**config.mk**
```make
export PLATFORM = sky130hd
export DESIGN_NAME = integer_field_formatter
export DESIGN_NICKNAME = d
export VERILOG_FILES = /design/src/hw/rtl/iff_pkg.sv /design/src/hw/rtl/iff_front.sv /design/src/hw/rtl/iff_back.sv /design/src/hw/rtl/integer_field_formatter.sv
export SDC_FILE = /design/constraint.sdc
export NUM_CORES = 1
export LEC_CHECK = 0
export BUFFER_PORTS_ARGS = -buffer_cell sky130_fd_sc_hd__buf_2
export CELL_PAD_IN_SITES_DETAIL_PLACEMENT = 0
export CELL_PAD_IN_SITES_GLOBAL_PLACEMENT = 1
export CORE_MARGIN = 5
export CORE_UTILIZATION = 30
export CTS_BUF_LIST = sky130_fd_sc_hd__clkbuf_16
export CTS_CLUSTER_SIZE = 28
export DETAILED_ROUTE_END_ITERATION = 8
export PLACE_DENSITY_LB_ADDON = 0.1
export SLEW_MARGIN = 0
export SYNTH_ARGS = -nofsm -noshare
export SYNTH_HDL_FRONTEND = slang
export SYNTH_SLANG_ARGS = --single-unit
```
**constraint.sdc**
```tcl
create_clock -name clk -period 4.25 [get_ports clk]
set_input_delay 0.6375 -clock clk [delete_from_list [all_inputs] [get_ports clk]]
set_output_delay 0.6375 -clock clk [all_outputs]
set_load 0.005 [all_outputs]
```
**src/hw/rtl/iff_pkg.sv**
```systemverilog
`default_nettype none
package iff_pkg;
	localparam int VALUE_WIDTH_DEF = 32;
	localparam int MAX_FIELD_DEF = 64;
	localparam int VAL_BITS = 32;
	localparam int FW_BITS = 7;
	localparam int RADIX_BITS = 5;
	localparam logic [7:0] CH_SPACE = 8'h20;
	localparam logic [7:0] CH_PLUS = 8'h2b;
	localparam logic [7:0] CH_MINUS = 8'h2d;
	localparam logic [7:0] CH_ZERO = 8'h30;
	localparam logic [7:0] CH_X_UP = 8'h58;
	localparam logic [7:0] CH_X_LO = 8'h78;

	typedef struct packed {
		logic [VAL_BITS-1:0] value_bits;
		logic signed_mode;
		logic [RADIX_BITS-1:0] radix;
		logic [FW_BITS-1:0] field_width;
		logic alternate_form;
		logic zero_pad;
		logic left_justify;
		logic space_sign;
		logic plus_sign;
		logic lower_case;
	} in_item_t;

	typedef struct packed {
		logic [7:0] out_char;
		logic last_char;
	} out_item_t;

	function automatic logic [7:0] digit_char(input logic [3:0] d, input logic lower);
		logic [7:0] c;
		if (d < 4'd10) c = CH_ZERO + {4'd0, d};
		else if (lower) c = 8'h61 + {4'd0, d} - 8'd10;
		else c = 8'h41 + {4'd0, d} - 8'd10;
		return c;
	endfunction
endpackage
`default_nettype wire

```
**src/hw/rtl/iff_front.sv**
```systemverilog
`default_nettype none
// classifies an item: drops bad radix, takes magnitude, picks sign
module iff_front #(
	parameter int VALUE_WIDTH = iff_pkg::VALUE_WIDTH_DEF,
	parameter int MAX_FIELD = iff_pkg::MAX_FIELD_DEF
) (
	input wire logic clk,
	input wire logic arst_n,
	input wire logic push,
	output logic full,
	input wire iff_pkg::in_item_t in_item,
	output logic q_valid,
	input wire logic q_take,
	output logic [VALUE_WIDTH-1:0] q_mag,
	output logic [7:0] q_sign,
	output logic q_has_sign,
	output logic [4:0] q_radix,
	output logic [7:0] q_width,
	output logic q_alt,
	output logic q_zpad,
	output logic q_left,
	output logic q_lower
);
	import iff_pkg::*;
	localparam int DEPTH = 2;
	logic [VALUE_WIDTH-1:0] mag_q [DEPTH];
	logic [7:0] sign_q [DEPTH];
	logic hs_q [DEPTH];
	logic [4:0] rad_q [DEPTH];
	logic [7:0] wid_q [DEPTH];
	logic [3:0] fl_q [DEPTH];
	logic wp_q, rp_q;
	logic [1:0] cnt_q;
	logic acc, good, neg;
	logic [VALUE_WIDTH-1:0] raw;
	logic [7:0] w8;

	assign full = (cnt_q == 2'd2);
	assign acc = push && !full;
	assign good = (in_item.radix >= 5'd2) && (in_item.radix <= 5'd16);
	assign raw = VALUE_WIDTH'(in_item.value_bits);
	assign neg = in_item.signed_mode && raw[VALUE_WIDTH-1];
	assign w8 = ({1'b0, in_item.field_width} > 8'(MAX_FIELD)) ? 8'(MAX_FIELD)
		: {1'b0, in_item.field_width};
	assign q_valid = (cnt_q != 2'd0);

	always_ff @(posedge clk or negedge arst_n) begin
		if (!arst_n) begin
			wp_q <= 1'b0;
			rp_q <= 1'b0;
			cnt_q <= 2'd0;
		end else begin
			if (acc && good) wp_q <= !wp_q;
			if (q_take && q_valid) rp_q <= !rp_q;
			cnt_q <= cnt_q + 2'(acc && good) - 2'(q_take && q_valid);
		end
	end

	always_ff @(posedge clk) begin
		if (acc && good) begin
			mag_q[wp_q] <= neg ? (~raw + 1'b1) : raw;
			sign_q[wp_q] <= neg ? CH_MINUS : (in_item.plus_sign ? CH_PLUS : CH_SPACE);
			hs_q[wp_q] <= neg || in_item.plus_sign || in_item.space_sign;
			rad_q[wp_q] <= in_item.radix;
			wid_q[wp_q] <= w8;
			fl_q[wp_q] <= {in_item.alternate_form && (in_item.radix == 5'd8
				|| in_item.radix == 5'd16),
				in_item.zero_pad && !in_item.left_justify,
				in_item.left_justify, in_item.lower_case};
		end
	end

	assign q_mag = mag_q[rp_q];
	assign q_sign = sign_q[rp_q];
	assign q_has_sign = hs_q[rp_q];
	assign q_radix = rad_q[rp_q];
	assign q_width = wid_q[rp_q];
	assign {q_alt, q_zpad, q_left, q_lower} = fl_q[rp_q];
endmodule
`default_nettype wire

```
**src/hw/rtl/iff_back.sv**
```systemverilog
`default_nettype none
// digit extraction by restoring division, then character sequencer
module iff_back #(
	parameter int VALUE_WIDTH = iff_pkg::VALUE_WIDTH_DEF
) (
	input wire logic clk,
	input wire logic arst_n,
	input wire logic q_valid,
	output logic q_take,
	input wire logic [VALUE_WIDTH-1:0] q_mag,
	input wire logic [7:0] q_sign,
	input wire logic q_has_sign,
	input wire logic [4:0] q_radix,
	input wire logic [7:0] q_width,
	input wire logic q_alt,
	input wire logic q_zpad,
	input wire logic q_left,
	input wire logic q_lower,
	output logic empty,
	input wire logic pop,
	output iff_pkg::out_item_t out_item
);
	import iff_pkg::*;
	localparam int CW = $clog2(VALUE_WIDTH);
	localparam int DW = $clog2(VALUE_WIDTH + 1);
	typedef enum logic [3:0] {
		ST_IDLE = 4'b0001, ST_DIV = 4'b0010, ST_EMIT = 4'b0100, ST_NEXT = 4'b1000
	} st_t;
	typedef enum logic [6:0] {
		PH_PAD = 7'b0000001, PH_SIGN = 7'b0000010, PH_P0 = 7'b0000100,
		PH_PX = 7'b0001000, PH_ZERO = 7'b0010000, PH_DIG = 7'b0100000,
		PH_RPAD = 7'b1000000
	} ph_t;
	st_t st_q;
	ph_t ph_q;
	logic [VALUE_WIDTH-1:0] quo_q, dvd_q;
	logic [4:0] rem_q;
	logic [CW-1:0] bit_q;
	logic [3:0] dig_q [VALUE_WIDTH];
	logic [DW-1:0] nd_q, di_q;
	logic [7:0] pad_q, pc_q, rad_q;
	logic hs_q, alt_q, hex_q, zp_q, lf_q, lo_q;
	logic [7:0] sgn_q, wid_q;
	logic ov_q;
	logic [7:0] ch_q;
	logic last_q;
	logic [5:0] trial;
	logic [7:0] used;
	logic [DW-1:0] ndn;
	logic [7:0] ch;
	logic is_last;
	logic ld;
	ph_t nph;

	assign trial = {rem_q, dvd_q[VALUE_WIDTH-1]};
	assign q_take = (st_q == ST_IDLE) && q_valid;
	assign empty = !ov_q;
	assign out_item = '{out_char: ch_q, last_char: last_q};
	assign ndn = nd_q + 1'b1;
	assign used = 8'(ndn) + 8'(hs_q) + 8'(alt_q) + 8'(alt_q && hex_q);
	assign ld = (st_q == ST_EMIT) && (!ov_q || pop);

	always_comb begin
		ch = CH_SPACE;
		nph = ph_q;
		is_last = 1'b0;
		unique case (ph_q)
			PH_PAD: begin
				ch = CH_SPACE;
				if (pc_q + 8'd1 >= pad_q) nph = PH_SIGN;
			end
			PH_SIGN: begin
				ch = sgn_q;
				nph = PH_P0;
			end
			PH_P0: begin
				ch = CH_ZERO;
				nph = PH_PX;
			end
			PH_PX: begin
				ch = lo_q ? CH_X_LO : CH_X_UP;
				nph = PH_ZERO;
			end
			PH_ZERO: begin
				ch = CH_ZERO;
				if (pc_q + 8'd1 >= pad_q) nph = PH_DIG;
			end
			PH_DIG: begin
				ch = digit_char(dig_q[di_q[CW-1:0]], lo_q);
				if (di_q == '0) begin
					nph = PH_RPAD;
					is_last = !(lf_q && pad_q != 8'd0);
				end
			end
			PH_RPAD: begin
				ch = CH_SPACE;
				is_last = (pc_q + 8'd1 >= pad_q);
			end
			default: ch = CH_SPACE;
		endcase
	end

	// skip empty phases
	function automatic ph_t skip(input ph_t p, input logic [7:0] pad, input logic hs,
		input logic alt, input logic hex, input logic zp, input logic lf);
		ph_t r;
		r = p;
		if (r == PH_PAD && (pad == 8'd0 || zp || lf)) r = PH_SIGN;
		if (r == PH_SIGN && !hs) r = PH_P0;
		if (r == PH_P0 && !alt) r = PH_PX;
		if (r == PH_PX && !(alt && hex)) r = PH_ZERO;
		if (r == PH_ZERO && (pad == 8'd0 || !zp)) r = PH_DIG;
		return r;
	endfunction

	always_ff @(posedge clk or negedge arst_n) begin
		if (!arst_n) begin
			st_q <= ST_IDLE;
			ov_q <= 1'b0;
			ph_q <= PH_PAD;
		end else begin
			if (ld) ov_q <= 1'b1;
			else if (pop && ov_q) ov_q <= 1'b0;
			unique case (st_q)
				ST_IDLE: if (q_valid) st_q <= ST_DIV;
				ST_DIV: if (bit_q == '0) st_q <= ST_NEXT;
				ST_NEXT: begin
					if (quo_q == '0) begin
						st_q <= ST_EMIT;
						ph_q <= skip(PH_PAD, (wid_q > used) ? wid_q - used : 8'd0,
							hs_q, alt_q, hex_q, zp_q, lf_q);
					end else st_q <= ST_DIV;
				end
				ST_EMIT: if (ld) begin
					if (is_last) st_q <= ST_IDLE;
					else if (nph != ph_q)
						ph_q <= skip(nph, pad_q, hs_q, alt_q, hex_q, zp_q, lf_q);
				end
				default: st_q <= ST_IDLE;
			endcase
		end
	end

	always_ff @(posedge clk) begin
		unique case (st_q)
			ST_IDLE: begin
				dvd_q <= q_mag;
				rem_q <= '0;
				bit_q <= CW'(VALUE_WIDTH - 1);
				nd_q <= '0;
				rad_q <= {3'd0, q_radix};
				sgn_q <= q_sign;
				hs_q <= q_has_sign;
				wid_q <= q_width;
				alt_q <= q_alt;
				hex_q <= (q_radix == 5'd16);
				zp_q <= q_zpad;
				lf_q <= q_left;
				lo_q <= q_lower;
			end
			ST_DIV: begin
				// one quotient bit per cycle
				if ({2'b0, trial} >= rad_q) begin
					rem_q <= 5'(trial - rad_q[5:0]);
					quo_q <= {quo_q[VALUE_WIDTH-2:0], 1'b1};
				end else begin
					rem_q <= trial[4:0];
					quo_q <= {quo_q[VALUE_WIDTH-2:0], 1'b0};
				end
				dvd_q <= {dvd_q[VALUE_WIDTH-2:0], 1'b0};
				bit_q <= bit_q - 1'b1;
			end
			ST_NEXT: begin
				dig_q[nd_q[CW-1:0]] <= rem_q[3:0];
				if (quo_q == '0) begin
					di_q <= nd_q;
					pad_q <= (wid_q > used) ? wid_q - used : 8'd0;
					pc_q <= '0;
				end else begin
					nd_q <= ndn;
					dvd_q <= quo_q;
					rem_q <= '0;
					bit_q <= CW'(VALUE_WIDTH - 1);
				end
			end
			ST_EMIT: if (ld) begin
				ch_q <= ch;
				last_q <= is_last;
				if (ph_q == PH_DIG) di_q <= di_q - 1'b1;
				if (nph != ph_q) pc_q <= '0;
				else pc_q <= pc_q + 8'd1;
			end
			default: ;
		endcase
	end
endmodule
`default_nettype wire

```
**src/hw/rtl/integer_field_formatter.sv**
```systemverilog
// channel  | handshake        | payload
// request  | push / full      | in_item  (iff_pkg::in_item_t)
// result   | pop / empty      | out_item (iff_pkg::out_item_t)
// each value: taken from the queue, then one digit at a time through the
// shared restoring divider, then one character per cycle while results are taken
// reset clears queue pointers, sequencer and output valid; no clearing pass
// a two-entry queue lets requests enter while the back end divides or stalls
// a bad radix is dropped at the front and produces nothing
`default_nettype none
module integer_field_formatter #(
	parameter int VALUE_WIDTH = iff_pkg::VALUE_WIDTH_DEF,
	parameter int MAX_FIELD = iff_pkg::MAX_FIELD_DEF
) (
	input wire logic clk,
	input wire logic arst_n,
	input wire logic push,
	output logic full,
	input wire iff_pkg::in_item_t in_item,
	output logic empty,
	input wire logic pop,
	output iff_pkg::out_item_t out_item
);
	import iff_pkg::*;
	logic q_valid, q_take, q_has_sign, q_alt, q_zpad, q_left, q_lower;
	logic [VALUE_WIDTH-1:0] q_mag;
	logic [7:0] q_sign, q_width;
	logic [4:0] q_radix;

	// front: classify and queue
	iff_front #(.VALUE_WIDTH(VALUE_WIDTH), .MAX_FIELD(MAX_FIELD)) u_front (
		.clk, .arst_n, .push, .full, .in_item, .q_valid, .q_take, .q_mag, .q_sign,
		.q_has_sign, .q_radix, .q_width, .q_alt, .q_zpad, .q_left, .q_lower);

	// back: digits and characters
	iff_back #(.VALUE_WIDTH(VALUE_WIDTH)) u_back (
		.clk, .arst_n, .q_valid, .q_take, .q_mag, .q_sign, .q_has_sign, .q_radix,
		.q_width, .q_alt, .q_zpad, .q_left, .q_lower, .empty, .pop, .out_item);
endmodule
`default_nettype wire

```
==> results of run 1 <==
==> critical path, delay by kind of cell, from the launching register on <==
kind | cells | cell delay, ns
multiplexers | 1 | 0.28
flip-flops | 1 | 0.40
adder cells (fa/ha/maj) | 2 | 0.54
AO/OA/AOI/OAI | 5 | 1.28
XOR/XNOR | 3 | 0.58
buffers and inverters | 4 | 0.58
AND/OR/NAND/NOR | 3 | 0.34
==> registers in the layout, indices dropped and copies added (netlist names), 5 cells and up, named ones only <==
| signal | cells |
|---|---|
| u_back.di_q | 6 |
| u_back.pad_q | 8 |
| u_back.rad_q | 5 |
| u_back.pc_q | 8 |
| u_front.sign_q | 6 |
| u_back.ch_q | 7 |
| u_back.rem_q | 5 |
| u_front.wid_q | 14 |
| u_back.bit_q | 5 |
| u_front.mag_q | 64 |
| u_back.dvd_q | 32 |
| u_front.rad_q | 10 |
| u_back.nd_q | 6 |
| u_back.wid_q | 7 |
| u_back.quo_q | 32 |
| u_front.fl_q | 8 |
| u_back.dig_q | 128 |
| u_back.ph_q | 7 |
==> kinds of logic (layout without fill, tap and decap cells) <==
kind of cell	count (synthesis)	in the layout
AND/OR/NAND/NOR	310	310
adder cells (fa/ha/maj)	40	40
AO/OA/AOI/OAI	204	204
multiplexers	101	101
flip-flops	384	384
other	1	1
buffers and inverters	94	234
XOR/XNOR	64	64
==> per-layer routing <==
metal | share of wire, % | track usage [%] | vias to the layer above
met2 | 46 | 19.77 | 150
met5 | 0 | 0 | -
met3 | 3.3 | 2.139 | 54
li1 | - | - | 4810
met1 | 49 | 18.08 | 4914
met4 | 2.0 | 3.431 | 0
==> cell type report <==
type | instances | area [um^2] | share of cell area, %
clock buffer | 46 | 1151 | 5.673
clock inverter | 35 | 274.0 | 1.351
inverter | 49 | 183.9 | 0.9065
multi-input combinational | 720 | 5665 | 27.92
sequential | 384 | 11410 | 56.22
tap | 765 | 957.2 | 4.718
timing repair buffer | 104 | 651.9 | 3.213
==> final timing paths <==
kind                       depth (start not counted)                  to  slack, ns
max reg2reg                                       18      u_back.ph_q[2]       0.15
max in group asynchronous                          2      u_back.ph_q[0]       3.33
min reg2reg                                        0    u_back.quo_q[10]       0.48
min in group asynchronous                          2    u_front.cnt_q[0]       0.58
min                                                1  u_front.fl_q[1][1]       0.30
max                                               18      u_back.ph_q[2]       0.15
==> power groups by stage <==
| stage | Clock, mW | Combinational, mW | Sequential, mW |
|---|---|---|---|
| detailed placement | 0 | 3.95 | 5.86 |
| finish | 3.73 | 4.20 | 5.79 |
| global route | 4.03 | 4.71 | 5.86 |
| CTS | 3.88 | 3.97 | 5.79 |
| floorplan | 0 | 2.75 | 5.67 |
| global placement | 0 | 3.97 | 5.86 |
==> cells in the final DEF, fill, tap and decap left out, types with 28 or more instances in the layout <==
cell type  Yosys  routed
a22oi_1       31      31
clkbuf_16      0      46
nor2_1        99      98
mux2i_1       36      36
xor2_1        30      28
xnor2_1       34      34
edfxtp_1     363     363
ha_1          36      30
o21ai_0       61      61
nand2_1       58      58
buf_2          7      64
buf_4          2      36
inv_1         49      55
a21oi_1       37      35
mux4_2        40      40
==> what timing repair did <==
item | in CTS | in global routing
setup buffers | 0 | 7
hold buffers | 1 | 0
hold endpoints to repair | 5 | 0
setup endpoints to repair | 0 | 5
resized for setup | 0 | 22
==> summary.txt, run 1 <==
Pwr
  – Part of the power in combinational logic: 30.6%
  – Switch share: 33.08%
  – Worst-case vdd ir drop: 0.3543 mV
  – Power density over the cells: 676.3 mW/mm^2
  – PnR Total Power: 13.72 mW
  – Leakage: 6.921 nW
  – Clock network fraction of design power: 27.2%
  – Internal power contribution: about 9.2 mW
  – Switching power of the nets: 4.539 mW
  – Proportion of power drawn by flip-flops and latches: 42.2%

Timing
  – Measured slew at the worst slew-check pin: 1.167 ns
  – Achievable frequency: 243.8 MHz
  – Total Neg Setup Slack: 0 ns
  – Max-slew violations: 0
  – Hold Worst Slack: roughly 0.30 ns
  – Clock skew: between 0.015 and 0.02 ns
  – Final worst path period need: 4.102 ns
  – Final-report setup violation count: 0
  – Final hold violation count: 0
  – Setup WS post-layout: approximately 0.15 ns
  – Worst slew margin relative to its limit: ~22%
  – Share of the cycle needed by the critical path after routing: between 90% and 100%

Synth
  – Synthesized cell area: approximately 0.017 mm^2
  – Asr flop ratio synth: 4.167%
  – Share of cell area taken by muxes after synthesis: 8.984%
  – Post-synthesis cell count: 1198
  – Area leader, netlist: edfxtp_1
  – Simple-Gate Fraction of Synth Area: 8.912%
  – Share of Yosys cell area claimed by the top area cell type: about 63%
  – Commonest cells in the synthesized netlist: edfxtp_1, nor2_1, o21ai_0
  – Leading post-synthesis cells by cell area: edfxtp_1, mux4_2, ha_1, nor2_1, mux2i_1
  – Number of enable-type register cells in the synthesized netlist: roughly 360
  – Net count after synthesis: 1292
  – Share of the yosys chip area belonging to registers: 65.93%
  – Post-synthesis adder-cell area fraction: approximately 3%
  – Post-synthesis cell type count: 77
  – Primary flip-flop cell chosen by synthesis mapping: edfxtp_1
  – Most common cell in the synthesized netlist: edfxtp_1
  – Complex-gate fraction of the synthesized area: between 7 and 8%
  – Flip-flop and latch count after synthesis: between 300 and 400
  – XOR/XNOR share of the synthesized area: 3.241%
  – Post-synthesis average cell area: 14.44 um^2
  – Synth warn: 0
  – Dominant combinational cell family by area after synthesis: multiplexers

Clocking
  – Clk Latency, worst-skew pair: about 0.56 ns
  – Number of sinks on the clock net: 384
  – H-tree Lvls: 2
  – Number of buffers created by CTS: 45
  – Root Driver: clkbuf_16
  – Clock-pin slew of the registers on the worst-case setup and hold paths: 0.06 ns
  – CTS Buffer Depth: 3
  – TritonCTS clock tree: built

Floorplan
  – Die Width: 250.1 um
  – Die Outline Area: 0.06256 mm^2
  – Core area: 0.05737 mm^2
  – Initial Util: between 30% and 40%
  – Number of I/O pins: 66
  – Number of placement rows: approximately 90
  – Height of the chip: around 250 um

Min path
  – Startpoint of the lowest-slack hold path: in_item[3]
  – Type of the tightest min-delay check: in -> reg

Placed design
  – Placed wire-length estimate: 26.94 mm
  – Number of cells after detailed placement: 2014
  – Area after detailed placement: 0.01869 mm^2
  – Number of port buffers: 64
  – Final weighted congestion in routability-driven placement: 0.7410
  – Pre-CTS setup slack: approximately 0.061 ns

Layout
  – Synthesis-to-finish area growth: 17.30%
  – Final instance area: 0.02029 mm^2
  – Non-filler instance count after layout: 2103
  – Proportion of layout cells with a drive suffix above 1: 20.18%
  – Share of the core filled with cells: 35.37%
  – Number of diodes: 0
  – Final-layout fill cell count: between 5000 and 6000
  – Number of nets in the layout: 1398

Drt
  – DRT antenna net count: 0
  – Number of violations reported at the end of detailed-routing iteration 0: 674
  – Via-to-Cell Ratio: 4.721
  – Total number of vias: between 9000 and 10000
  – Count of TritonRoute iterations in the first routing pass: 5
  – Average detailed-routed wire length per instance: around 19 um
  – Detailed-route wire length: 40.04 mm
  – Remaining DRCs: 0

Setup path
  – Signal arrival time at the worst endpoint: 4.54 ns
  – Startpoint-to-endpoint class of the critical path: reg -> reg
  – Startpoint of the most critical register-to-register path: u_back.nd_q[0]
  – Critical path peak fanout: 5
  – Critical-path top delay cell: o41a_1
  – Cell with the most instances on the worst path: buf_4
  – Critical path launch point: u_back.nd_q[0]
  – Worst stage delay on the critical path: 0.42 ns
  – Critical Path End Type: register
  – Required arrival time at the worst endpoint: 4.69 ns
  – Kind of start point of the critical path: register
  – Sequence of cells on the critical path: buf_4, ha_2, xor2_4, xor2_2, buf_4, buf_4, xnor2_1, ha_1, nor2b_1, o31a_1, o31a_1, a21oi_2, nor4b_2, buf_4, o41a_1, nand3_1, o311ai_1, mux2_4

Status
  – Run status: finished clean

Global route
  – Number of global-route vias before repair: 10297
  – Overall track demand over capacity in global routing: between 10% and 20%
  – First-pass GRT wire length: 61.89 mm
  – Largest net degree at the start of global routing: 70
  – Total congestion overflow after global routing: 0
  – Antenna violations before repair: 0

Run
  – Max-cap violation count: 0
Note: power is estimated with default switching activity, not from simulation.
==> run 2, diff against run 1 <==
==> constraint.sdc (replaced) <==
create_clock -name clk -period 4.25 [get_ports clk]
set_input_delay 0.2125 -clock clk [delete_from_list [all_inputs] [get_ports clk]]
set_output_delay 0.2125 -clock clk [all_outputs]
set_load 0.005 [all_outputs]
==> summary.txt, run 2 (synthesized netlist as in run 1, its figures left out) <==
Placed design
  – Number of port buffers: 64
  – Placed wire-length estimate: ~27 mm
  – Number of cells after detailed placement: 2013
  – Pre-CTS setup slack: -0.02015 ns
  – Final weighted congestion in routability-driven placement: 0.7412
  – Area after detailed placement: 0.01867 mm^2

Floorplan
  – Initial Util: 30.15%
  – Number of placement rows: 88
  – Height of the chip: approximately 250 um
  – Core area: 0.05737 mm^2
  – Die Width: 250.1 um
  – Number of I/O pins: 66
  – Die Outline Area: 0.06256 mm^2

Layout
  – Number of diodes: 0
  – Proportion of layout cells with a drive suffix above 1: 19.69%
  – Non-filler instance count after layout: 2136
  – Final-layout fill cell count: 5504
  – Share of the core filled with cells: between 30% and 40%
  – Commonest cells after routing, fill and taps aside: edfxtp_1, nor2_1, buf_2
  – Area taken by flip-flops and latches: 0.01141 mm^2
  – Max reg flops: 128
  – Area used by multi-input combinational logic: 0.005639 mm^2
  – Most frequent standard cell in the layout excluding fill and tap cells: edfxtp_1
  – Final instance area: 0.02066 mm^2
  – Number of nets in the layout: 1429
  – Synthesis-to-finish area growth: 19.43%

Clocking
  – Number of sinks on the clock net: 384
  – TritonCTS clock tree: built
  – Clk Latency, worst-skew pair: around 0.56 ns
  – Clock-pin slew of the registers on the worst-case setup and hold paths: 0.06 ns
  – Number of buffers created by CTS: 45
  – CTS Buffer Depth: 3
  – H-tree Lvls: 2
  – Root Driver: clkbuf_16

Timing
  – Clock skew: 0.02234 ns
  – Achievable frequency: 245.2 MHz
  – Measured slew at the worst slew-check pin: 1.149 ns
  – Setup WS post-layout: 0.1717 ns
  – Final hold violation count: 0
  – Worst slew margin relative to its limit: 23.39%
  – Final-report setup violation count: 0
  – Max-slew violations: 0
  – Share of the cycle needed by the critical path after routing: 95.96%
  – Hold Worst Slack: 0.04183 ns
  – Final worst path period need: 4.078 ns

Setup path
  – Critical Path End Type: register
  – Kind of start point of the critical path: register
  – Startpoint-to-endpoint class of the critical path: reg -> reg
  – Required arrival time at the worst endpoint: 4.68 ns
  – Signal arrival time at the worst endpoint: 4.51 ns
  – Critical path peak fanout: 4

Drt
  – Via-to-Cell Ratio: 4.733
  – Amount of wire on met2 after detailed routing: 18.45 mm
  – Length of routed met3 wiring: 1.425 mm
  – Count of TritonRoute iterations in the first routing pass: 5
  – Post-Route M1 WL: 19.08 mm
  – Average detailed-routed wire length per instance: ~19 um
  – Total number of vias: 10110
  – Remaining DRCs: 0
  – Highest metal layer with signal wires: met4
  – DRT antenna net count: 0
  – Detailed-route wire length: 39.90 mm
  – Number of violations reported at the end of detailed-routing iteration 0: approximately 600

Min path
  – Type of the tightest min-delay check: in -> reg

Global route
  – Total congestion overflow after global routing: 0
  – First-pass GRT wire length: 62.88 mm
  – Number of global-route vias before repair: 10464
  – Antenna violations before repair: 0
  – Largest net degree at the start of global routing: 70
  – Overall track demand over capacity in global routing: 12.68%

Pwr
  – Worst-case vdd ir drop: ~0.34 mV
  – Power density over the cells: 668.9 mW/mm^2
  – Leakage: 7.067 nW

Run
  – Max-cap violation count: 0

Status
  – Run status: finished clean
run 2: worst max-delay path: stages (launching register included):
cell	delay [ns]
edfxtp_1	0.40
buf_4	0.17
ha_2	0.21
xor2_2	0.20
xor2_1	0.24
nand3_2	0.12
maj3_1	0.36
nor2_1	0.11
xor2_1	0.19
ha_1	0.28
buf_4	0.15
o21a_1	0.17
o31a_1	0.12
a21oi_2	0.14
nor4b_2	0.07
buf_4	0.14
o41a_1	0.36
nand3_1	0.10
o311ai_0	0.12
mux2_1	0.30
run 2: what timing repair did:
item                                    CTS  global route
cloned                                    0             0
buffers inserted                          0             4
gates resized for setup                   1            14
endpoints found under the setup margin    1             5
endpoints found under the hold margin    86             0
pin swaps                                 0             7
hold buffers                             36             0
run 2: where the power goes:
part | leakage, nW | switching (mW) | internal (mW)
registers | 3.58 | 0.472 | 5.30
logic | 2.73 | 2.49 | 1.63
clock network | 0.756 | 1.54 | 2.39
run 2: stage by stage:
stage	power (mW)	setup TNS, ns
after global routing	14.74	-0.02915
after detailed placement	9.814	-0.02015
after CTS	13.87	0
after floorplan	8.421	0
after global placement	9.807	0
final	13.82	0
run 2: path summary, 6_finish.rpt:
path                       depth (start not counted)  slack, ns                   to              from
min in group asynchronous                          2       0.17         u_front.wp_q            arst_n
max                                               19       0.17       u_back.ph_q[2]    u_back.nd_q[0]
min reg2reg                                        0       0.49     u_back.quo_q[21]  u_back.quo_q[20]
min                                                2       0.04  u_front.wid_q[1][2]        in_item[8]
max reg2reg                                       19       0.17       u_back.ph_q[2]    u_back.nd_q[0]
max in group asynchronous                          2       3.74       u_back.ph_q[0]            arst_n
run 2: final cells by class:
cell class	count	area share [%]
flip-flops and latches	384	55.21
well taps	765	4.634
multi-input cells	720	27.30
repair buffers	135	4.628
inverters	49	0.8904
clock buffers	46	5.572
clock inverters	37	1.763
run 2: metal layers:
layer  vias up  GRT usage [%]
met5         -              0
met4         0          3.774
met3        67          2.066
met2       172          20.07
met1      4986          18.09
li1       4885              -
